## src/rtl/kicker_pulse_controller_unit_defines.svh

```systemverilog
// ----------------------------------------------------------------------------
// Kicker pulse controller assertion macros
// Shared concurrent assertion forms, clocked on clk and disabled in reset.
// ----------------------------------------------------------------------------
`ifndef KICKER_PULSE_CONTROLLER_UNIT_DEFINES_SVH
`define KICKER_PULSE_CONTROLLER_UNIT_DEFINES_SVH

// same-cycle implication
`define KPC_ASSERT_NOW(label, ante, cons, msg) \
	label: assert property (@(posedge clk) disable iff (!arst_n) (ante) |-> (cons)) \
		else $error(msg);

// next-cycle implication
`define KPC_ASSERT_NEXT(label, ante, cons, msg) \
	label: assert property (@(posedge clk) disable iff (!arst_n) (ante) |=> (cons)) \
		else $error(msg);

`endif

```

## src/rtl/kpc_pkg.sv

```systemverilog
// ----------------------------------------------------------------------------
// Kicker pulse controller package
// Command codes, channel modes, register map, shared structs and helpers.
// ----------------------------------------------------------------------------
`default_nettype none

package kpc_pkg;

	localparam int unsigned CNT_W = 16;
	localparam int unsigned ADDR_W = 4;
	localparam int unsigned DATA_W = 32;

	localparam logic [CNT_W-1:0] PULSE_MAX = 16'hFFFF;

	localparam logic [CNT_W-1:0] LOCKOUT_TICKS_RST = 16'd500;
	localparam logic [CNT_W-1:0] DISCHARGE_TOP_RST = 16'd4000;
	localparam logic [CNT_W-1:0] DISCHARGE_HIGH_RST = 16'd100;

	typedef enum logic [2:0] {
		FUNC_FIRE,
		FUNC_ARM,
		FUNC_DISARM,
		FUNC_DISCHARGE,
		FUNC_SLOW_TICK,
		FUNC_FAST_TICK,
		FUNC_US_TICK,
		FUNC_STATUS
	} func_t;

	typedef enum logic [1:0] {
		REG_LOCKOUT_TICKS,
		REG_DISCHARGE_TOP,
		REG_DISCHARGE_HIGH
	} reg_idx_t;

	typedef enum logic [1:0] {
		MODE_LOW,
		MODE_PULSE,
		MODE_PWM
	} mode_t;

	typedef struct packed {
		logic [CNT_W-1:0] lockout_ticks;
		logic [CNT_W-1:0] discharge_top;
		logic [CNT_W-1:0] discharge_high;
	} cfg_t;

	typedef struct packed {
		logic             fire;
		logic [CNT_W-1:0] fire_width;
		logic             pwm_start;
		logic             pwm_stop;
		logic             us_tick;
	} chan_ctl_t;

	typedef struct packed {
		logic kick_level;
		logic chip_level;
		logic fired_now;
		logic armed_now;
		logic lockout_busy;
		logic auto_fired_flag;
	} res_t;

	function automatic logic [CNT_W-1:0] clamp_width(input logic [31:0] w);
		logic [31:0] lim;
		lim = {16'd0, PULSE_MAX};
		return (w > lim) ? PULSE_MAX : w[CNT_W-1:0];
	endfunction

endpackage

`default_nettype wire

```

## src/rtl/kpc_ifs.sv

```systemverilog
// ----------------------------------------------------------------------------
// Kicker pulse controller channels
// Valid/ready request channel and result channel.
// ----------------------------------------------------------------------------
`default_nettype none

interface kpc_cmd_if;
	logic        valid;
	logic        ready;
	logic [2:0]  func;
	logic        device;
	logic [31:0] width;
	logic        discharge_on;
	logic        beam_broken;
	logic        charger_ready;

	modport source (
		output valid, func, device, width, discharge_on, beam_broken, charger_ready,
		input ready
	);
	modport sink (
		input valid, func, device, width, discharge_on, beam_broken, charger_ready,
		output ready
	);
endinterface

interface kpc_res_if;
	logic valid;
	logic ready;
	logic kick_level;
	logic chip_level;
	logic fired_now;
	logic armed_now;
	logic lockout_busy;
	logic auto_fired_flag;

	modport source (
		output valid, kick_level, chip_level, fired_now, armed_now, lockout_busy,
			auto_fired_flag,
		input ready
	);
	modport sink (
		input valid, kick_level, chip_level, fired_now, armed_now, lockout_busy,
			auto_fired_flag,
		output ready
	);
endinterface

`default_nettype wire

```

## src/rtl/kicker_pulse_controller_unit.sv

```systemverilog
// Kicker pulse controller: takes one request per clock on cmd while res is not
// stalled and returns one result per request on res, through the input register
// and then the result register; sustained rate is one request per cycle while res
// is not stalled, set by the single update pass between those two registers. Requests
// fire, arm and disarm auto-fire, start or stop discharge PWM, advance the
// lockout, fast and microsecond timebases, or read and clear the auto-fire flag.
// The user writes configuration over the APB port only while no request is in flight; the block does not enforce this.
// ----------------------------------------------------------------------------
// Kicker pulse controller top level
// Input register, control state update, two output channels, result register.
// ----------------------------------------------------------------------------
`default_nettype none
`include "kicker_pulse_controller_unit_defines.svh"

module kicker_pulse_controller_unit (
	input  wire logic                        clk,
	input  wire logic                        arst_n,
	kpc_cmd_if.sink                          cmd,
	kpc_res_if.source                        res,
	input  wire logic                        psel,
	input  wire logic                        penable,
	input  wire logic                        pwrite,
	input  wire logic [kpc_pkg::ADDR_W-1:0]  paddr,
	input  wire logic [kpc_pkg::DATA_W-1:0]  pwdata,
	output logic      [kpc_pkg::DATA_W-1:0]  prdata,
	output logic                             pready
);

	kpc_pkg::cfg_t              cfg;

	logic                       valid_s1;
	kpc_pkg::func_t             func_s1;
	logic                       device_s1;
	logic [31:0]                width_s1;
	logic                       discharge_on_s1;
	logic                       beam_s1;
	logic                       charger_s1;

	logic                       valid_s2;
	kpc_pkg::res_t              res_s2;

	logic                       arm_flag_q;
	logic                       arm_device_q;
	logic [kpc_pkg::CNT_W-1:0]  arm_width_q;
	logic                       fired_sticky_q;
	logic                       lockout_flag_q;
	logic [kpc_pkg::CNT_W-1:0]  lockout_count_q;

	logic                       adv;
	logic                       in_take;
	logic                       fire_cmd;
	logic                       auto_go;
	logic                       fire_go;
	logic                       fire_dev;
	logic [kpc_pkg::CNT_W-1:0]  fire_w;
	logic                       pwm_start;
	logic                       pwm_stop;
	logic                       us_tick;
	logic                       slow_tick;
	logic                       status_rd;
	kpc_pkg::chan_ctl_t         ctl0;
	kpc_pkg::chan_ctl_t         ctl1;
	logic                       kick_next;
	logic                       chip_next;
	kpc_pkg::res_t              res_d;

	kpc_regs u_regs (
		.clk     (clk),
		.arst_n  (arst_n),
		.psel    (psel),
		.penable (penable),
		.pwrite  (pwrite),
		.paddr   (paddr),
		.pwdata  (pwdata),
		.prdata  (prdata),
		.pready  (pready),
		.cfg     (cfg)
	);

	// handshake
	assign adv = valid_s1 && (!valid_s2 || res.ready);
	assign cmd.ready = !valid_s1 || adv;
	assign in_take = cmd.valid && cmd.ready;

	always_ff @(posedge clk or negedge arst_n) begin
		if (!arst_n) begin
			valid_s1 <= 1'b0;
		end else if (cmd.ready) begin
			valid_s1 <= cmd.valid;
		end
	end

	always_ff @(posedge clk) begin
		if (in_take) begin
			func_s1 <= kpc_pkg::func_t'(cmd.func);
			device_s1 <= cmd.device;
			width_s1 <= cmd.width;
			discharge_on_s1 <= cmd.discharge_on;
			beam_s1 <= cmd.beam_broken;
			charger_s1 <= cmd.charger_ready;
		end
	end

	// decode
	assign fire_cmd = (func_s1 == kpc_pkg::FUNC_FIRE) && !lockout_flag_q;
	assign auto_go = (func_s1 == kpc_pkg::FUNC_FAST_TICK) && arm_flag_q && beam_s1
		&& charger_s1 && !lockout_flag_q;
	assign fire_go = fire_cmd || auto_go;
	assign fire_dev = fire_cmd ? device_s1 : arm_device_q;
	assign fire_w = fire_cmd ? kpc_pkg::clamp_width(width_s1) : arm_width_q;
	assign pwm_start = (func_s1 == kpc_pkg::FUNC_DISCHARGE) && discharge_on_s1;
	assign pwm_stop = (func_s1 == kpc_pkg::FUNC_DISCHARGE) && !discharge_on_s1;
	assign us_tick = (func_s1 == kpc_pkg::FUNC_US_TICK);
	assign slow_tick = (func_s1 == kpc_pkg::FUNC_SLOW_TICK);
	assign status_rd = (func_s1 == kpc_pkg::FUNC_STATUS);

	assign ctl0 = '{fire: fire_go && !fire_dev, fire_width: fire_w, pwm_start: pwm_start,
		pwm_stop: pwm_stop, us_tick: us_tick};
	assign ctl1 = '{fire: fire_go && fire_dev, fire_width: fire_w, pwm_start: pwm_start,
		pwm_stop: pwm_stop, us_tick: us_tick};

	kpc_channel u_kick (
		.clk        (clk),
		.arst_n     (arst_n),
		.adv        (adv),
		.ctl        (ctl0),
		.pwm_top    (cfg.discharge_top),
		.pwm_high   (cfg.discharge_high),
		.level_next (kick_next)
	);

	kpc_channel u_chip (
		.clk        (clk),
		.arst_n     (arst_n),
		.adv        (adv),
		.ctl        (ctl1),
		.pwm_top    (cfg.discharge_top),
		.pwm_high   (cfg.discharge_high),
		.level_next (chip_next)
	);

	// control state
	always_ff @(posedge clk or negedge arst_n) begin
		if (!arst_n) begin
			arm_flag_q <= 1'b0;
			arm_device_q <= 1'b0;
			arm_width_q <= '0;
			fired_sticky_q <= 1'b0;
			lockout_flag_q <= 1'b0;
			lockout_count_q <= '0;
		end else if (adv) begin
			if (func_s1 == kpc_pkg::FUNC_ARM) begin
				arm_device_q <= device_s1;
				arm_width_q <= kpc_pkg::clamp_width(width_s1);
				arm_flag_q <= 1'b1;
			end else if (func_s1 == kpc_pkg::FUNC_DISARM || auto_go) begin
				arm_flag_q <= 1'b0;
			end
			if (auto_go) begin
				fired_sticky_q <= 1'b1;
			end else if (status_rd) begin
				fired_sticky_q <= 1'b0;
			end
			if (fire_go) begin
				lockout_count_q <= cfg.lockout_ticks;
				lockout_flag_q <= 1'b1;
			end else if (slow_tick && lockout_flag_q) begin
				if (lockout_count_q <= 16'd1) begin
					lockout_count_q <= '0;
					lockout_flag_q <= 1'b0;
				end else begin
					lockout_count_q <= lockout_count_q - 16'd1;
				end
			end
		end
	end

	// result
	always_comb begin
		res_d.kick_level = kick_next;
		res_d.chip_level = chip_next;
		res_d.fired_now = fire_go || pwm_start;
		if (func_s1 == kpc_pkg::FUNC_ARM) begin
			res_d.armed_now = 1'b1;
		end else if (func_s1 == kpc_pkg::FUNC_DISARM || auto_go) begin
			res_d.armed_now = 1'b0;
		end else begin
			res_d.armed_now = arm_flag_q;
		end
		if (fire_go) begin
			res_d.lockout_busy = 1'b1;
		end else if (slow_tick && lockout_flag_q) begin
			res_d.lockout_busy = (lockout_count_q > 16'd1);
		end else begin
			res_d.lockout_busy = lockout_flag_q;
		end
		res_d.auto_fired_flag = status_rd && fired_sticky_q;
	end

	always_ff @(posedge clk or negedge arst_n) begin
		if (!arst_n) begin
			valid_s2 <= 1'b0;
		end else if (adv) begin
			valid_s2 <= 1'b1;
		end else if (res.ready) begin
			valid_s2 <= 1'b0;
		end
	end

	always_ff @(posedge clk) begin
		if (adv) begin
			res_s2 <= res_d;
		end
	end

	assign res.valid = valid_s2;
	assign res.kick_level = res_s2.kick_level;
	assign res.chip_level = res_s2.chip_level;
	assign res.fired_now = res_s2.fired_now;
	assign res.armed_now = res_s2.armed_now;
	assign res.lockout_busy = res_s2.lockout_busy;
	assign res.auto_fired_flag = res_s2.auto_fired_flag;

	`KPC_ASSERT_NEXT(a_fire_sets_lockout, adv && fire_go, valid_s2 && res.lockout_busy && lockout_flag_q, "fire did not set lockout")
	`KPC_ASSERT_NEXT(a_auto_disarms, adv && auto_go, !arm_flag_q && fired_sticky_q && !res.armed_now, "auto-fire did not disarm")
	`KPC_ASSERT_NEXT(a_flag_only_on_status, adv && !status_rd, !res.auto_fired_flag, "auto-fired flag outside status read")
	`KPC_ASSERT_NEXT(a_stall_holds_s1, valid_s1 && !adv, valid_s1 && $stable(func_s1) && $stable(width_s1), "stalled request changed")
	`KPC_ASSERT_NOW(a_no_fire_in_lockout, lockout_flag_q && valid_s1, !fire_go, "fire accepted during lockout")

endmodule

`default_nettype wire

```

## src/rtl/kpc_regs.sv

```systemverilog
// ----------------------------------------------------------------------------
// Kicker pulse controller registers
// APB-style configuration registers: lockout length and discharge PWM.
// ----------------------------------------------------------------------------
`default_nettype none

module kpc_regs (
	input  wire logic                         clk,
	input  wire logic                         arst_n,
	input  wire logic                         psel,
	input  wire logic                         penable,
	input  wire logic                         pwrite,
	input  wire logic [kpc_pkg::ADDR_W-1:0]   paddr,
	input  wire logic [kpc_pkg::DATA_W-1:0]   pwdata,
	output logic      [kpc_pkg::DATA_W-1:0]   prdata,
	output logic                              pready,
	output kpc_pkg::cfg_t                     cfg
);

	kpc_pkg::cfg_t    cfg_q;
	kpc_pkg::reg_idx_t idx;
	logic             wr_en;

	assign pready = 1'b1;
	assign wr_en = psel && penable && pwrite && pready;
	assign idx = kpc_pkg::reg_idx_t'(paddr[3:2]);
	assign cfg = cfg_q;

	always_ff @(posedge clk or negedge arst_n) begin
		if (!arst_n) begin
			cfg_q.lockout_ticks <= kpc_pkg::LOCKOUT_TICKS_RST;
			cfg_q.discharge_top <= kpc_pkg::DISCHARGE_TOP_RST;
			cfg_q.discharge_high <= kpc_pkg::DISCHARGE_HIGH_RST;
		end else if (wr_en) begin
			case (idx)
				kpc_pkg::REG_LOCKOUT_TICKS: cfg_q.lockout_ticks <= pwdata[15:0];
				kpc_pkg::REG_DISCHARGE_TOP: cfg_q.discharge_top <= pwdata[15:0];
				kpc_pkg::REG_DISCHARGE_HIGH: cfg_q.discharge_high <= pwdata[15:0];
				default: ;
			endcase
		end
	end

	always_comb begin
		case (idx)
			kpc_pkg::REG_LOCKOUT_TICKS: prdata = {16'd0, cfg_q.lockout_ticks};
			kpc_pkg::REG_DISCHARGE_TOP: prdata = {16'd0, cfg_q.discharge_top};
			kpc_pkg::REG_DISCHARGE_HIGH: prdata = {16'd0, cfg_q.discharge_high};
			default: prdata = '0;
		endcase
	end

endmodule

`default_nettype wire

```

## src/rtl/kpc_channel.sv

```systemverilog
// ----------------------------------------------------------------------------
// Kicker pulse controller output channel
// One solenoid channel: forced low, timed pulse, or discharge PWM.
// ----------------------------------------------------------------------------
`default_nettype none

module kpc_channel (
	input  wire logic                        clk,
	input  wire logic                        arst_n,
	input  wire logic                        adv,
	input  wire kpc_pkg::chan_ctl_t          ctl,
	input  wire logic [kpc_pkg::CNT_W-1:0]   pwm_top,
	input  wire logic [kpc_pkg::CNT_W-1:0]   pwm_high,
	output logic                             level_next
);

	kpc_pkg::mode_t              mode_q;
	kpc_pkg::mode_t              mode_d;
	logic [kpc_pkg::CNT_W-1:0]   count_q;
	logic [kpc_pkg::CNT_W-1:0]   count_d;
	logic [kpc_pkg::CNT_W-1:0]   limit_q;
	logic [kpc_pkg::CNT_W-1:0]   limit_d;
	logic [kpc_pkg::CNT_W-1:0]   cnt_inc;

	assign cnt_inc = count_q + 16'd1;

	always_comb begin
		mode_d = mode_q;
		count_d = count_q;
		limit_d = limit_q;
		if (ctl.fire) begin
			count_d = '0;
			limit_d = ctl.fire_width;
			mode_d = (ctl.fire_width != '0) ? kpc_pkg::MODE_PULSE : kpc_pkg::MODE_LOW;
		end else if (ctl.pwm_start) begin
			count_d = '0;
			limit_d = pwm_top;
			mode_d = kpc_pkg::MODE_PWM;
		end else if (ctl.pwm_stop) begin
			if (mode_q == kpc_pkg::MODE_PWM) begin
				mode_d = kpc_pkg::MODE_LOW;
			end
		end else if (ctl.us_tick) begin
			case (mode_q)
				kpc_pkg::MODE_PULSE: begin
					count_d = cnt_inc;
					if (cnt_inc >= limit_q) begin
						mode_d = kpc_pkg::MODE_LOW;
					end
				end
				kpc_pkg::MODE_PWM: begin
					count_d = (count_q >= limit_q) ? '0 : cnt_inc;
				end
				default: ;
			endcase
		end
	end

	always_comb begin
		case (mode_d)
			kpc_pkg::MODE_PULSE: level_next = 1'b1;
			kpc_pkg::MODE_PWM: level_next = (count_d < pwm_high);
			default: level_next = 1'b0;
		endcase
	end

	always_ff @(posedge clk or negedge arst_n) begin
		if (!arst_n) begin
			mode_q <= kpc_pkg::MODE_LOW;
			count_q <= '0;
			limit_q <= '0;
		end else if (adv) begin
			mode_q <= mode_d;
			count_q <= count_d;
			limit_q <= limit_d;
		end
	end

endmodule

`default_nettype wire
```

## src/flat_wrapper.sv

```systemverilog
// flat-port wrapper written by rule: the top's interface ports become plain ports
module kicker_pulse_controller_unit_flat 
  (clk, arst_n, psel, penable, pwrite, paddr, pwdata, prdata, pready, cmd_valid, cmd_func, cmd_device, cmd_width, cmd_discharge_on, cmd_beam_broken, cmd_charger_ready, cmd_ready, res_valid, res_kick_level, res_chip_level, res_fired_now, res_armed_now, res_lockout_busy, res_auto_fired_flag, res_ready);
  kpc_cmd_if cmd_i ();
  kpc_res_if res_i ();
  input  wire logic clk;
  input  wire logic arst_n;
  input  wire logic psel;
  input  wire logic penable;
  input  wire logic pwrite;
  input  wire logic [kpc_pkg::ADDR_W-1:0] paddr;
  input  wire logic [kpc_pkg::DATA_W-1:0] pwdata;
  output logic      [kpc_pkg::DATA_W-1:0] prdata;
  output logic pready;
  input wire logic [$bits(cmd_i.valid)-1:0] cmd_valid;
  input wire logic [$bits(cmd_i.func)-1:0] cmd_func;
  input wire logic [$bits(cmd_i.device)-1:0] cmd_device;
  input wire logic [$bits(cmd_i.width)-1:0] cmd_width;
  input wire logic [$bits(cmd_i.discharge_on)-1:0] cmd_discharge_on;
  input wire logic [$bits(cmd_i.beam_broken)-1:0] cmd_beam_broken;
  input wire logic [$bits(cmd_i.charger_ready)-1:0] cmd_charger_ready;
  output wire logic [$bits(cmd_i.ready)-1:0] cmd_ready;
  output wire logic [$bits(res_i.valid)-1:0] res_valid;
  output wire logic [$bits(res_i.kick_level)-1:0] res_kick_level;
  output wire logic [$bits(res_i.chip_level)-1:0] res_chip_level;
  output wire logic [$bits(res_i.fired_now)-1:0] res_fired_now;
  output wire logic [$bits(res_i.armed_now)-1:0] res_armed_now;
  output wire logic [$bits(res_i.lockout_busy)-1:0] res_lockout_busy;
  output wire logic [$bits(res_i.auto_fired_flag)-1:0] res_auto_fired_flag;
  input wire logic [$bits(res_i.ready)-1:0] res_ready;
  assign cmd_i.valid = cmd_valid;
  assign cmd_i.func = cmd_func;
  assign cmd_i.device = cmd_device;
  assign cmd_i.width = cmd_width;
  assign cmd_i.discharge_on = cmd_discharge_on;
  assign cmd_i.beam_broken = cmd_beam_broken;
  assign cmd_i.charger_ready = cmd_charger_ready;
  assign cmd_ready = cmd_i.ready;
  assign res_valid = res_i.valid;
  assign res_kick_level = res_i.kick_level;
  assign res_chip_level = res_i.chip_level;
  assign res_fired_now = res_i.fired_now;
  assign res_armed_now = res_i.armed_now;
  assign res_lockout_busy = res_i.lockout_busy;
  assign res_auto_fired_flag = res_i.auto_fired_flag;
  assign res_i.ready = res_ready;
  kicker_pulse_controller_unit u_core (.clk(clk), .arst_n(arst_n), .cmd(cmd_i), .res(res_i), .psel(psel), .penable(penable), .pwrite(pwrite), .paddr(paddr), .pwdata(pwdata), .prdata(prdata), .pready(pready));
endmodule
```

## config.mk

```make
export PLATFORM = sky130hd
export DESIGN_NAME = kicker_pulse_controller_unit_flat
export DESIGN_NICKNAME = d
export VERILOG_FILES = /design/src/rtl/kpc_pkg.sv /design/src/rtl/kpc_ifs.sv /design/src/rtl/kicker_pulse_controller_unit.sv /design/src/rtl/kpc_regs.sv /design/src/rtl/kpc_channel.sv /design/src/flat_wrapper.sv
export VERILOG_INCLUDE_DIRS = /design/src /design/src/rtl
export SDC_FILE = /design/constraint.sdc
export NUM_CORES = 1
export LEC_CHECK = 0
export BUFFER_PORTS_ARGS = -buffer_cell sky130_fd_sc_hd__buf_2
export CAP_MARGIN = 0
export CORE_MARGIN = 2
export CORE_UTILIZATION = 61
export DETAILED_ROUTE_END_ITERATION = 16
export GPL_TIMING_DRIVEN = 1
export PLACE_DENSITY = 0.82
export SKIP_LAST_GASP = 1
export SYNTH_ARGS = -nofsm -noshare
export SYNTH_HDL_FRONTEND = slang
export SYNTH_SLANG_ARGS = --single-unit
```

## constraint.sdc

```tcl
create_clock -name clk -period 5 [get_ports clk]
set_input_delay 1.5 -clock clk [delete_from_list [all_inputs] [get_ports clk]]
set_output_delay 1.5 -clock clk [all_outputs]
set_load 0.02 [all_outputs]
```

======== Yosys cells after proc, flatten, opt, wreduce, memory -nomap -nowiden ========
Index checks and enable logic that the tools add are counted.
storage, ports and cells
  register bits after elaboration ......... 199
  input port bits ......................... 82
  output and inout bits ................... 41
  logic and storage cells ................. 150
operators by class
  add/sub/neg operators ................... 3
  order comparisons ....................... 9
  equal/unequal tests ..................... 17
  mux-type cells .......................... 49
  reductions and logical operators ........ 43
operator list
  operator               number
  $mux 16                18
  $ge 16x16->1           4
  $pmux 16 s2            2
  $pmux 16 s3            1
  $add 16x1->16 const B  2
  $gt 32x16->1 const B   1
  $lt 16x16->1           2
  $mux 2                 14
  $gt 16x1->1 const B    1
  $le 16x1->1 const B    1
  $reduce_and 2->1       8
  $reduce_bool 16->1     1
  $sub 16x1->16 const B  1
  $logic_and 1x1->1      15
  $eq 3x3->1 const B     4
  $mux 1                 12
  $reduce_bool 2->1      6
  $eq 2x1->1 const B     5
  $eq 2x2->1 const B     5
  $eq 3x2->1 const B     2
  $logic_not 1->1        5
  $logic_or 1x1->1       5
  $pmux 1 s2             2
  $eq 3x1->1 const B     1
  other kinds (3)        3

======== Depth between registers and ports, before layout ========
Gate-level depths: netlist (run 1).
  depth after elaboration ................. 10
  mapped depth ............................ 19
  mapped depth without buffers ............ 19

======== Modules after synthesis ========
A second synthesis (run 1) with hierarchy kept.
unflattened totals
  cell total of the unflattened synthesis .. 1,367
  area, all modules ....................... 13,022.5 µm²
by module, submodules not included
  module                        instances  cells each  area each (µm²)  sequential area each (µm²)
  kicker_pulse_controller_unit  1          329         3,662.3          2,302.2
  kpc_channel at u_core.u_chip  1          437         3,594.7          850.8
  kpc_channel at u_core.u_kick  1          423         3,414.5          850.8
  kpc_regs                      1          178         2,351.0          1,219.9

======== Worst setup path after synthesis (run 1) ========
Ideal clock, no wire load.
  kind .................................... input-to-output
  from .................................... in paddr[2] (netlist name)
  to ...................................... out prdata[10] (netlist name)
  arrival ................................. 2.984 ns
  data required time ...................... 3.500 ns
  setup slack ............................. 0.516 ns
  stages on the path ...................... 4
  buffers on the path ..................... 2
  cell sequence ........................... clkbuf_1 -> buf_1 -> mux2i_1 -> o21ai_0
between the ends
  word-level cells in the longest chain between the ends .. 2
  elaborated cells between the ends (all ways) .. 4
  classes of those cells .................. 2 x eq/ne; 1 x mux; 1 x reduce/logical
ends and longest elaborated chain
  item                                      line                text
  start, declared                           flat_wrapper.sv:11  input wire logic [kpc_pkg::ADDR_W-1:0] paddr;
  $eq 2x2->1, or another cell as far along  kpc_regs.sv:45      case (idx)
  $pmux 16 s3 (*)                           kpc_regs.sv:45
  end, declared                             flat_wrapper.sv:13  output logic [kpc_pkg::DATA_W-1:0] prdata;
Mark *: on every way between the ends. The rest lies on a longest branch, timed or not.

======== Final worst setup path (run 1) ========
  from .................................... reg u_core.u_chip.count_q[0] (netlist name)
  to ...................................... reg u_core.res_s2 (netlist bit u_core.res.chip_level) (data pin)
between the ends
  elaborated cells between the ends (all ways) .. 19
  classes of those cells .................. 1 x add/sub; 3 x order compare; 2 x eq/ne; 13 x mux
RTL lines
  item                                           line                                  text
  start, declared                                kpc_channel.sv:19                     logic [kpc_pkg::CNT_W-1:0] count_q;
  start signal, assigned                         kpc_channel.sv:74                     count_q <= count_d;
  $add 16x1->16 or $ge 16x16->1 (tied branches)  kpc_channel.sv:25, kpc_channel.sv:52
  $mux 16                                        kpc_channel.sv:52                     count_d = (count_q >= limit_q) ? '0 : cnt_inc;
  $pmux 16 s2 (*)                                kpc_channel.sv:44                     case (mode_q)
  $mux 16 (*)                                    kpc_channel.sv:43                     end else if (ctl.us_tick) begin
  $mux 16 (*)                                    kpc_channel.sv:39                     end else if (ctl.pwm_stop) begin
  $mux 16 (*)                                    kpc_channel.sv:35                     end else if (ctl.pwm_start) begin
  $mux 16 (*)                                    kpc_channel.sv:31                     if (ctl.fire) begin
  via u_core.u_chip.count_d, one bit             kpc_channel.sv:20                     logic [kpc_pkg::CNT_W-1:0] count_d;
  $lt 16x16->1 (*)                               kpc_channel.sv:62                     kpc_pkg::MODE_PWM: level_next = (count_d < pwm_high);
  $pmux 1 s2 (*)                                 kpc_channel.sv:60                     case (mode_d)
  via u_core.chip_next                           kicker_pulse_controller_unit.sv:64    logic chip_next;
  end signal, assigned                           kicker_pulse_controller_unit.sv:212   res_s2 <= res_d;
  end, declared                                  kicker_pulse_controller_unit.sv:40    kpc_pkg::res_t res_s2;
Mark *: on every way through the listed nets, which the timed path passes. The rest lies on a longest branch.
A chain may end at the register's enable or synchronous reset.

==> results, run 1 <==
- The hold-fix buffer count after cts is 0.
- The number of slew-limit violations in the final report is 0.
- Tracing the worst setup path back leads to its startpoint at u_core.u_chip.count_q[0]$_DFFE_PN0P_.
- The maximum clock insertion buffer count is 2.
- The count of port buffers added during placement is 87.
- The maximum single-stage delay on the critical path is 0.81 ns.
- STA classifies the critical path startpoint as a flip-flop.
- The data arrival at the endpoint of the critical path is 4.99 ns.
- Entering global routing, the biggest net connects 117 pins.
- The category of the critical setup timing path is reg2reg.
- The number of clock sinks is 199.
- Dividing the detail-routed via count by the number of cells gives 6.49.
- The largest individual stage delay along the critical path comes from the cell sky130_fd_sc_hd__a2111oi_0.
- The congestion estimate from routability-driven global placement came to 0.961.
- Dividing the detail-routed wire length by the instance count gives 20.3 um.
- The later pin in the worst-skew pair is clocked with a latency of 0.45 ns.
- Buffers inserted during clock tree synthesis total 17.
- The relative slew slack is 0.152.
- At the worst endpoint, the required time is 5.19 ns.
- Measured along the x axis, the die boundary spans 149 um.
- The sum of net half-perimeters after detailed placement is 25700 um.
- For this run, the total global-route usage over all layers was measured as 0.322.
- The via count of the first global-routing pass is 10500.
- The share of cells above drive strength 1 is 0.147.
- The tightest hold path in the finished design has a slack of 0.488 ns.
- The worst path in the final design needs a cycle of 4.80 ns, including I/O delays and setup.
- The clock transition at the register clock pins on the worst setup and hold paths after CTS is 0.09 ns.
- The transition time at the pin with the least slew margin is 1.27 ns.
- The total I/O pin count is 123.
- Yosys mapped the design onto 73 distinct sky130hd cell types.
- The synthesized instance count is 1395.
- The first-pass GRT wire length is 55500 um.
- Buffers added to address setup during post-CTS repair amount to 0.
- After filler insertion, the fill cell instance count of the layout stands at 1512.
- The number of gates resized after CTS was 0.
- The die covers 22100 um2.
- The root buffer selected by CTS is sky130_fd_sc_hd__clkbuf_16.
- For this run, design rule violations remaining after detail routing come to 0.
- For this run the aggregate overflow at the end of global routing stands at 0.
- The core footprint is 20400 um2.
- The maximum level of the CTS H-tree is 4.
- Between clock sinks in the finished design, the worst skew comes to 0.0179 ns.
- STA classifies the critical path endpoint as a flip-flop.
- The count of nets after finishing is 1642.
- Yosys mapped a number of flops with a built-in enable equal to 45.
- After synthesis, the share of flip-flops with an asynchronous set or reset is 0.774.
- In the post-synthesis netlist, the biggest area contributors are sky130_fd_sc_hd__dfrtp_1, sky130_fd_sc_hd__edfxtp_1, sky130_fd_sc_hd__ha_1.
- The worst min-delay path startpoint is u_core.u_kick.limit_q[3]$_DFFE_PN0P_.
- The synthesis-to-layout area growth is 10.0%.
- For this design the static power due to leakage is 6.31 nW.
- The iteration count of the initial detailed-routing pass is 6.
- The detail route stage leaves a number of antenna-violating nets equal to 0.
- For this block, the via count after detailed routing is 11300.
- The finished cells cover 14000 um2.
- The violation count after the first detailed-routing iteration is 1052.
- The post-synthesis area per instance is 9.14 um2.
- Grouping stages by cell kind, the critical path spends the most delay in compound AO/OA/AOI/OAI gates.
- Adding up every negative setup slack in the final design gives 0 ns.
- The flow ran to the end, and the final reports show no timing, DRC or antenna violations.
- The final count of negative-setup-slack endpoints is 0.
- Timing would allow up to 0.208 GHz.
- The cell type with the highest aggregate area in the netlist is sky130_fd_sc_hd__dfrtp_1.
- The critical path buffer and inverter count is 2.
- Setup repair after global routing left no endpoint under its margin.
- The post-detailed-routing wire length is 35200 um.
- The cell area power density is 426 nW/um2.
- The worst hold-check path type is reg2reg.
- The critical path goes through buf_4 -> inv_1 -> ha_1 -> nand2b_1 -> a2111oi_0 -> o32ai_2 -> o21ai_2 -> nand2_1 -> a21oi_1 -> ha_1 -> a21oi_1 -> a211oi_1 -> nand2_1 -> a2111oi_1 -> o21ai_0 -> and3b_1.
- The die span in y is 149 um.
- The max-cap violation count is 0.
- Among all flip-flop cells after synthesis, the most frequent one is sky130_fd_sc_hd__dfrtp_1.
- The count of endpoints failing hold in the final timing report was 0.
- In this run the critical register-to-register path is launched from u_core.u_chip.count_q[0]$_DFFE_PN0P_.
- The share of synthesized area in the top cell type comes to 0.273.
- The placed instances occupy a cell area of 13400 um2.
- The initial antenna violation count came to 0.
- Of the synthesized area, sequential elements account for 0.409.
- The CTS tree is built.
- In the finished design, the share of the clock period the worst path needs comes to 0.960.
- The synthesis-stage register bit count is 199.
- Of all nets on the critical path, the largest fanout is 16.
- After synthesis the cells add up to 12800 um2.
- During synthesis, Yosys emitted a total of 0 warnings.
- The initial standard-cell utilization of the core is 0.626.
- The maximum vdd ir drop is 301 uV.
- The antenna diode instance count is 0.
- The floorplan has 52 rows.
synth_stat cells (15+ instances only):
master,n
sky130_fd_sc_hd__buf_4,18
sky130_fd_sc_hd__nor4_1,18
sky130_fd_sc_hd__and2_1,18
sky130_fd_sc_hd__nor2_1,86
sky130_fd_sc_hd__nand4_1,16
sky130_fd_sc_hd__nand3_1,45
sky130_fd_sc_hd__dfrtp_1,139
sky130_fd_sc_hd__a211oi_1,16
sky130_fd_sc_hd__and3_1,16
sky130_fd_sc_hd__nor3_1,20
sky130_fd_sc_hd__xnor2_1,17
sky130_fd_sc_hd__edfxtp_1,45
sky130_fd_sc_hd__mux2_2,35
sky130_fd_sc_hd__inv_1,76
sky130_fd_sc_hd__ha_1,108
sky130_fd_sc_hd__a31oi_1,45
sky130_fd_sc_hd__clkbuf_1,54
sky130_fd_sc_hd__nand2_1,175
sky130_fd_sc_hd__o21ai_0,134
sky130_fd_sc_hd__a21oi_1,63
sky130_fd_sc_hd__mux2i_1,35
sky130_fd_sc_hd__dfstp_2,15
cells in the final DEF, fill, tap and decap left out, types with 6 or more instances in the layout:
| master | netlist | layout |
|---|---|---|
| sky130_fd_sc_hd__o21ai_0 | 134 | 133 |
| sky130_fd_sc_hd__nand2b_1 | 9 | 9 |
| sky130_fd_sc_hd__a31oi_1 | 45 | 45 |
| sky130_fd_sc_hd__a21oi_1 | 63 | 63 |
| sky130_fd_sc_hd__mux2_2 | 35 | 35 |
| sky130_fd_sc_hd__a22o_1 | 14 | 14 |
| sky130_fd_sc_hd__conb_1 | 2 | 17 |
| sky130_fd_sc_hd__dfstp_2 | 15 | 15 |
| sky130_fd_sc_hd__ha_1 | 108 | 108 |
| sky130_fd_sc_hd__a211oi_1 | 16 | 16 |
| sky130_fd_sc_hd__mux2i_1 | 35 | 35 |
| sky130_fd_sc_hd__and2_1 | 18 | 17 |
| sky130_fd_sc_hd__nand4_1 | 16 | 16 |
| sky130_fd_sc_hd__a22oi_1 | 9 | 9 |
| sky130_fd_sc_hd__buf_2 | 14 | 86 |
| sky130_fd_sc_hd__and3_1 | 16 | 16 |
| sky130_fd_sc_hd__o211ai_1 | 12 | 12 |
| sky130_fd_sc_hd__nand2_1 | 175 | 175 |
| sky130_fd_sc_hd__nand3_1 | 45 | 45 |
| sky130_fd_sc_hd__clkbuf_16 | 0 | 17 |
| sky130_fd_sc_hd__edfxtp_1 | 45 | 45 |
| sky130_fd_sc_hd__o21a_1 | 14 | 14 |
| sky130_fd_sc_hd__and4_1 | 6 | 6 |
| sky130_fd_sc_hd__xnor2_1 | 17 | 17 |
| sky130_fd_sc_hd__a32oi_1 | 13 | 13 |
| sky130_fd_sc_hd__nor2b_1 | 9 | 9 |
| sky130_fd_sc_hd__o221ai_1 | 6 | 6 |
| sky130_fd_sc_hd__o21ai_1 | 12 | 12 |
| sky130_fd_sc_hd__a21o_1 | 13 | 13 |
| sky130_fd_sc_hd__nor2_1 | 86 | 84 |
| sky130_fd_sc_hd__dfrtp_1 | 139 | 139 |
| sky130_fd_sc_hd__nor3_1 | 20 | 19 |
| sky130_fd_sc_hd__inv_1 | 76 | 76 |
| sky130_fd_sc_hd__xor2_1 | 9 | 8 |
| sky130_fd_sc_hd__buf_4 | 18 | 26 |
| sky130_fd_sc_hd__nor4_1 | 18 | 18 |
sequential cells by signal, indices dropped and copies added (netlist names), 2 cells and up:
name	flops
u_core.func_s1	3
u_core.u_kick.mode_q	2
u_core.u_chip.count_q	16
u_core.u_kick.count_q	16
u_core.arm_width_q	16
u_core.lockout_count_q	16
u_core.u_regs.cfg	48
u_core.width_s1	32
u_core.u_kick.limit_q	16
u_core.u_chip.mode_q	2
u_core.u_chip.limit_q	16
final timing paths:
kind / endpoint / slack [ns] / cells after the start
min in group asynchronous: u_core.res.valid$_DFFE_PN0P_ / 1.19 / 1
min reg2reg: u_core.u_kick.limit_q[3]$_DFFE_PN0P_ / 0.49 / 2
max reg2reg: u_core.res.chip_level$_DFFE_PP_ / 0.20 / 16
max in group asynchronous: u_core.u_regs.cfg[2]$_DFFE_PN1P_ / 2.76 / 2
max: u_core.res.chip_level$_DFFE_PP_ / 0.20 / 16
min: u_core.u_kick.limit_q[3]$_DFFE_PN0P_ / 0.49 / 2
routing by layer:
layer  global-route usage  wire (um)  part of all wire  vias up
met5                    0          0                 0        -
met4                0.136       1530             0.044        0
met3               0.0518       3010             0.086      110
met2                0.506      16300              0.46      614
met1                0.448      14300              0.41     5394
li1                     -          -                 -     5145
cells by family (layout without fill, tap and decap cells):
group | count (synthesis) | after routing | synth area share
fa+ha+maj | 108 | 108 | 0.106
simple gates | 439 | 439 | 0.163
flops | 199 | 199 | 0.409
compound gates | 383 | 383 | 0.189
mux | 70 | 70 | 0.0584
xor+xnor | 26 | 26 | 0.0179
other cells | 2 | 17 | 0.000589
buf+inv | 168 | 223 | 0.0567
power breakdown:
part	leakage, nW	switching (mW)	internal [mW]
Sequential	2.30	0.354	2.06
Combinational	3.70	1.30	0.781
Clock	0.308	0.776	0.712
cell type report:
| cell class | count | area (um2) | area share |
|---|---|---|---|
| Clock buffer | 17 | 425 | 0.0303 |
| Clock inverter | 15 | 218 | 0.0155 |
| Inverter | 78 | 293 | 0.0209 |
| Multi-Input combinational cell | 1043 | 6900 | 0.492 |
| Sequential cell | 199 | 5220 | 0.372 |
| Tap cell | 270 | 338 | 0.0241 |
| Timing Repair Buffer | 113 | 637 | 0.0454 |
stage by stage:
step | setup WS [ns] | total power, mW | util | std cells
after global placement | 0.441 | 4.30 | 0.657 | 1703
final | 0.198 | 5.98 | 0.689 | 1735
after CTS | 0.315 | 5.92 | 0.689 | 1735
after detailed placement | 0.434 | 4.41 | 0.657 | 1703
after global routing | 0.0111 | 6.33 | 0.689 | 1735
after floorplan | 0.516 | 3.75 | - | 1410
tightest hold or removal path: stages (launching register included):
cell and delay [ns]:
sky130_fd_sc_hd__dfrtp_1 0.35, sky130_fd_sc_hd__nand2_1 0.05, sky130_fd_sc_hd__o21ai_0 0.06
(Power assumes the default switching activity.)
==> run 2: changes to the inputs <==
--- a/config.mk
+++ b/config.mk
@@ -16,4 +16,5 @@
 export SKIP_LAST_GASP = 1
 export SYNTH_ARGS = -nofsm -noshare
 export SYNTH_HDL_FRONTEND = slang
+export SYNTH_HIERARCHICAL = 1
 export SYNTH_SLANG_ARGS = --single-unit
==> results, run 2 <==
- The flow ran to the end, and the final reports show no timing, DRC or antenna violations.
- Setup repair after global routing left no endpoint under its margin.
- The cell area power density is 399 nW/um2.
- The number of antenna-violating nets in the routed design is 0.
- Detailed routing placed a total of 15600 um of wire on met2.
- The clock transition at the register clock pins on the worst setup and hold paths after CTS is 0.08 ns.
- The tightest min-delay check is of the reg2reg type.
- For the pin with the worst max-slew slack, the measured transition is 1.19 ns.
- The remaining design rule violation count is 0.
- The count of endpoints failing hold in the final timing report is 0.
- In this run the tightest slew margin relative to its limit is 0.205.
- At the worst endpoint, the arrival time is 2.99 ns.
- After routing, the total negative slack on setup checks comes to 0 ns.
- The initial antenna violation count is 0.
- The global routing usage summed across all routing layers is 0.309.
- Ranked by total cell area, the synthesized netlist is headed by sky130_fd_sc_hd__dfrtp_1, sky130_fd_sc_hd__edfxtp_1, sky130_fd_sc_hd__ha_1.
- In the layout the commonest cells are sky130_fd_sc_hd__dfrtp_1, sky130_fd_sc_hd__nand2_1, sky130_fd_sc_hd__o21ai_0, sky130_fd_sc_hd__ha_1, sky130_fd_sc_hd__inv_1.
- Traced cell by cell, the critical path runs through buf_2 -> and2b_1 -> nand2_1 -> o21ai_0 -> buf_2.
- In the synthesized netlist, the number of instances is 1367.
- The die span in y is 150 um.
- For this run, the register share of the synthesized area comes to 0.401.
- After synthesis the cells add up to 13000 um2.
- The critical path is of the in2out type.
- The static leakage is 6.44 nW.
- The most frequent standard cell in the layout excluding fill and tap cells is sky130_fd_sc_hd__dfrtp_1.
- The share of synthesized area in the top cell type comes to 0.267.
- The routed length on met3 is 2860 um.
- For this block, the routed nets add up to 33700 um of wire.
- 123 I/O pins were placed.
- The worst slack at placement is 0.590 ns.
- The post-cts repair resize count is 0.
- The largest fanout on the critical path is 20.
- The total overflow left after global routing is 0.
- The first-pass GRT wire length is 54200 um.
- Hold repair after CTS inserted 0 buffers.
- The initial utilization of the core area, before any placement, comes to 0.621.
- The top layer reached by signal wires is met4.
- The final count of negative-setup-slack endpoints is 0.
- The commonest cells after synthesis are sky130_fd_sc_hd__dfrtp_1, sky130_fd_sc_hd__nand2_1, sky130_fd_sc_hd__o21ai_0.
- The routability-driven placement congestion ratio is 0.923.
- The prevailing post-synth register cell is sky130_fd_sc_hd__dfrtp_1.
- The via count of the first global-routing pass is 10300.
- The number of clock sinks is 199.
- The maximum vdd ir drop is 316 uV.
- The die is 150 um wide.
- The CTS tree is built.
- For this block, wires on met1 add up to 14000 um.
- The period utilization is 0.897.
- The total vias in the final route is 10800.
- The largest single stage delay on the critical path is 0.67 ns.
- The slowest cell on the critical path is sky130_fd_sc_hd__and2b_1.
- Dividing the detail-routed via count by the number of cells gives 6.29.
- The number of slew-limit violations in the final report is 0.
- The root buffer selected by CTS is sky130_fd_sc_hd__clkbuf_16.
- The share of cells above drive strength 1 is 0.166.
- The timing-limited maximum frequency is 0.223 GHz.
- For the worst-skew pair, the clock arrives at the later sink with an insertion delay of 0.45 ns.
- No sink is reached through more buffers than the 2 on the longest clock path.
- The pre-antenna-repair detailed-routing pass consisted of 6 iterations.
- Of all flip-flops after synthesis, the portion carrying an async set or reset was 0.774.
- The row count is 53.
- STA classifies the critical path startpoint as an input pin.
- Yosys printed 6 warnings.
- The die covers 22500 um2.
- In this run, the number of DRC markers left after iteration 0 of detailed routing was 1018.
- Synthesis instantiated 87 different standard cells from the library.
- The most frequently used cell type in the post-synthesis netlist is sky130_fd_sc_hd__dfrtp_1.
- The cell type with the highest aggregate area in the netlist is sky130_fd_sc_hd__dfrtp_1.
- Relative to the synthesized area, the layout overhead comes to 9.28%.
- The slack of the critical path is 0.514 ns.
- The count of nets after finishing is 1614.
- The required arrival time at the worst endpoint is 3.50 ns.
- After synthesis, the mean cell area works out to 9.53 um2.
- In the final routed layout, each cell accounts on average for 19.7 um.
- The number of flops mapped to enable cells by yosys is 45.
- In this run, CTS created clock tree buffers numbering 17.
- Among the stages of the critical path, the cell type that occurs most often is sky130_fd_sc_hd__buf_2.
- The number of flip-flops under the largest register name is 48.
- The worst setup path is captured at an output port.
- The final setup skew is 0.0136 ns.
- The max-cap violation count is 0.
- In this run, synthesis produced a sequential element count of 199.
- In this run the register-to-register setup slack is 0.56 ns.
- Buffers placed on the I/O ports in this run total 87.
- The wire-length estimate of the detail-placed layout is 24500 um.
- The core footprint is 21000 um2.
- The post-CTS setup repair buffer count is 0.
- After layout, the minimum clock period comes to 4.49 ns.
- The maximum level of the CTS H-tree is 4.
- Entering global routing, the biggest net connects 86 pins.
[run 2: changes by cell type after synthesis, moves of 12 or more]
cell,before,now
sky130_fd_sc_hd__nand2_1,175,135
sky130_fd_sc_hd__a31oi_1,45,9
sky130_fd_sc_hd__inv_1,76,100
sky130_fd_sc_hd__mux2i_1,35,58
sky130_fd_sc_hd__o21ai_0,134,114
sky130_fd_sc_hd__nand4_1,16,30
sky130_fd_sc_hd__and2_1,18,6
[run 2: cells by family after synthesis]
| group | synth area share |
|---|---|
| XOR/XNOR | 0.0182 |
| flip-flops | 0.401 |
| AND/OR/NAND/NOR | 0.164 |
| multiplexers | 0.0898 |
| adder cells (fa/ha/maj) | 0.104 |
| AO/OA/AOI/OAI | 0.155 |
| other | 0.000577 |
| buffers and inverters | 0.0675 |
[run 2: area by class of cell]
| class | count | area [um2] |
|---|---|---|
| multi-input combinational | 996 | 7000 |
| fill | 1593 | 6720 |
| sequential | 199 | 5220 |
| timing repair buffer | 110 | 627 |
| clock buffer | 17 | 425 |
| inverter | 100 | 375 |
| tap | 275 | 344 |
| clock inverter | 15 | 235 |
| antenna | 1 | 2.50 |
[run 2: final timing paths]
path | start | endpoint | cells after the start
max | paddr[2] | prdata[11] | 5
min | u_core/u_chip/limit_q[6]$_DFFE_PN0P_ | u_core/u_chip/limit_q[6]$_DFFE_PN0P_ | 2
max reg2reg | u_core/u_kick/count_q[0]$_DFFE_PN0P_ | u_core/res.kick_level$_DFFE_PP_ | 15
min reg2reg | u_core/u_chip/limit_q[6]$_DFFE_PN0P_ | u_core/u_chip/limit_q[6]$_DFFE_PN0P_ | 2
max in group asynchronous | arst_n | u_core/u_regs/cfg[21]$_DFFE_PN1P_ | 2
min in group asynchronous | arst_n | u_core/u_chip/count_q[10]$_DFFE_PN0P_ | 1
[run 2: worst max-delay path, delay by kind of cell]
family | cells | cell delay, ns
and+or+nand+nor | 2 | 0.82
buffers and inverters | 2 | 0.52
AOI/OAI and AO/OA | 1 | 0.14
[run 2: report_power, final]
part / leakage (nW) / internal [mW] / switching, mW
registers: 2.35 / 2.02 / 0.329
logic: 3.76 / 0.719 / 1.11
clock network: 0.320 / 0.721 / 0.787
[run 2: routing by layer]
metal  vias to the layer above  track usage
li1                       5012            -
met1                      5136        0.414
met2                       533        0.481
met3                        98       0.0806
met4                         0        0.124
met5                         -            0
[run 2: per-stage QoR]
step                      power [mW]  std cells  hold slack, ns  instance area, um2   util
final                           5.68       1713           0.485               14200  0.679
after global routing            6.00       1712           0.511               14200  0.679
after CTS                       5.65       1712           0.491               14200  0.679
after detailed placement        4.12       1680           0.471               13600  0.647
after global placement          4.03       1680           0.462               13600  0.647
after floorplan                 3.58       1382           0.450               13100      -
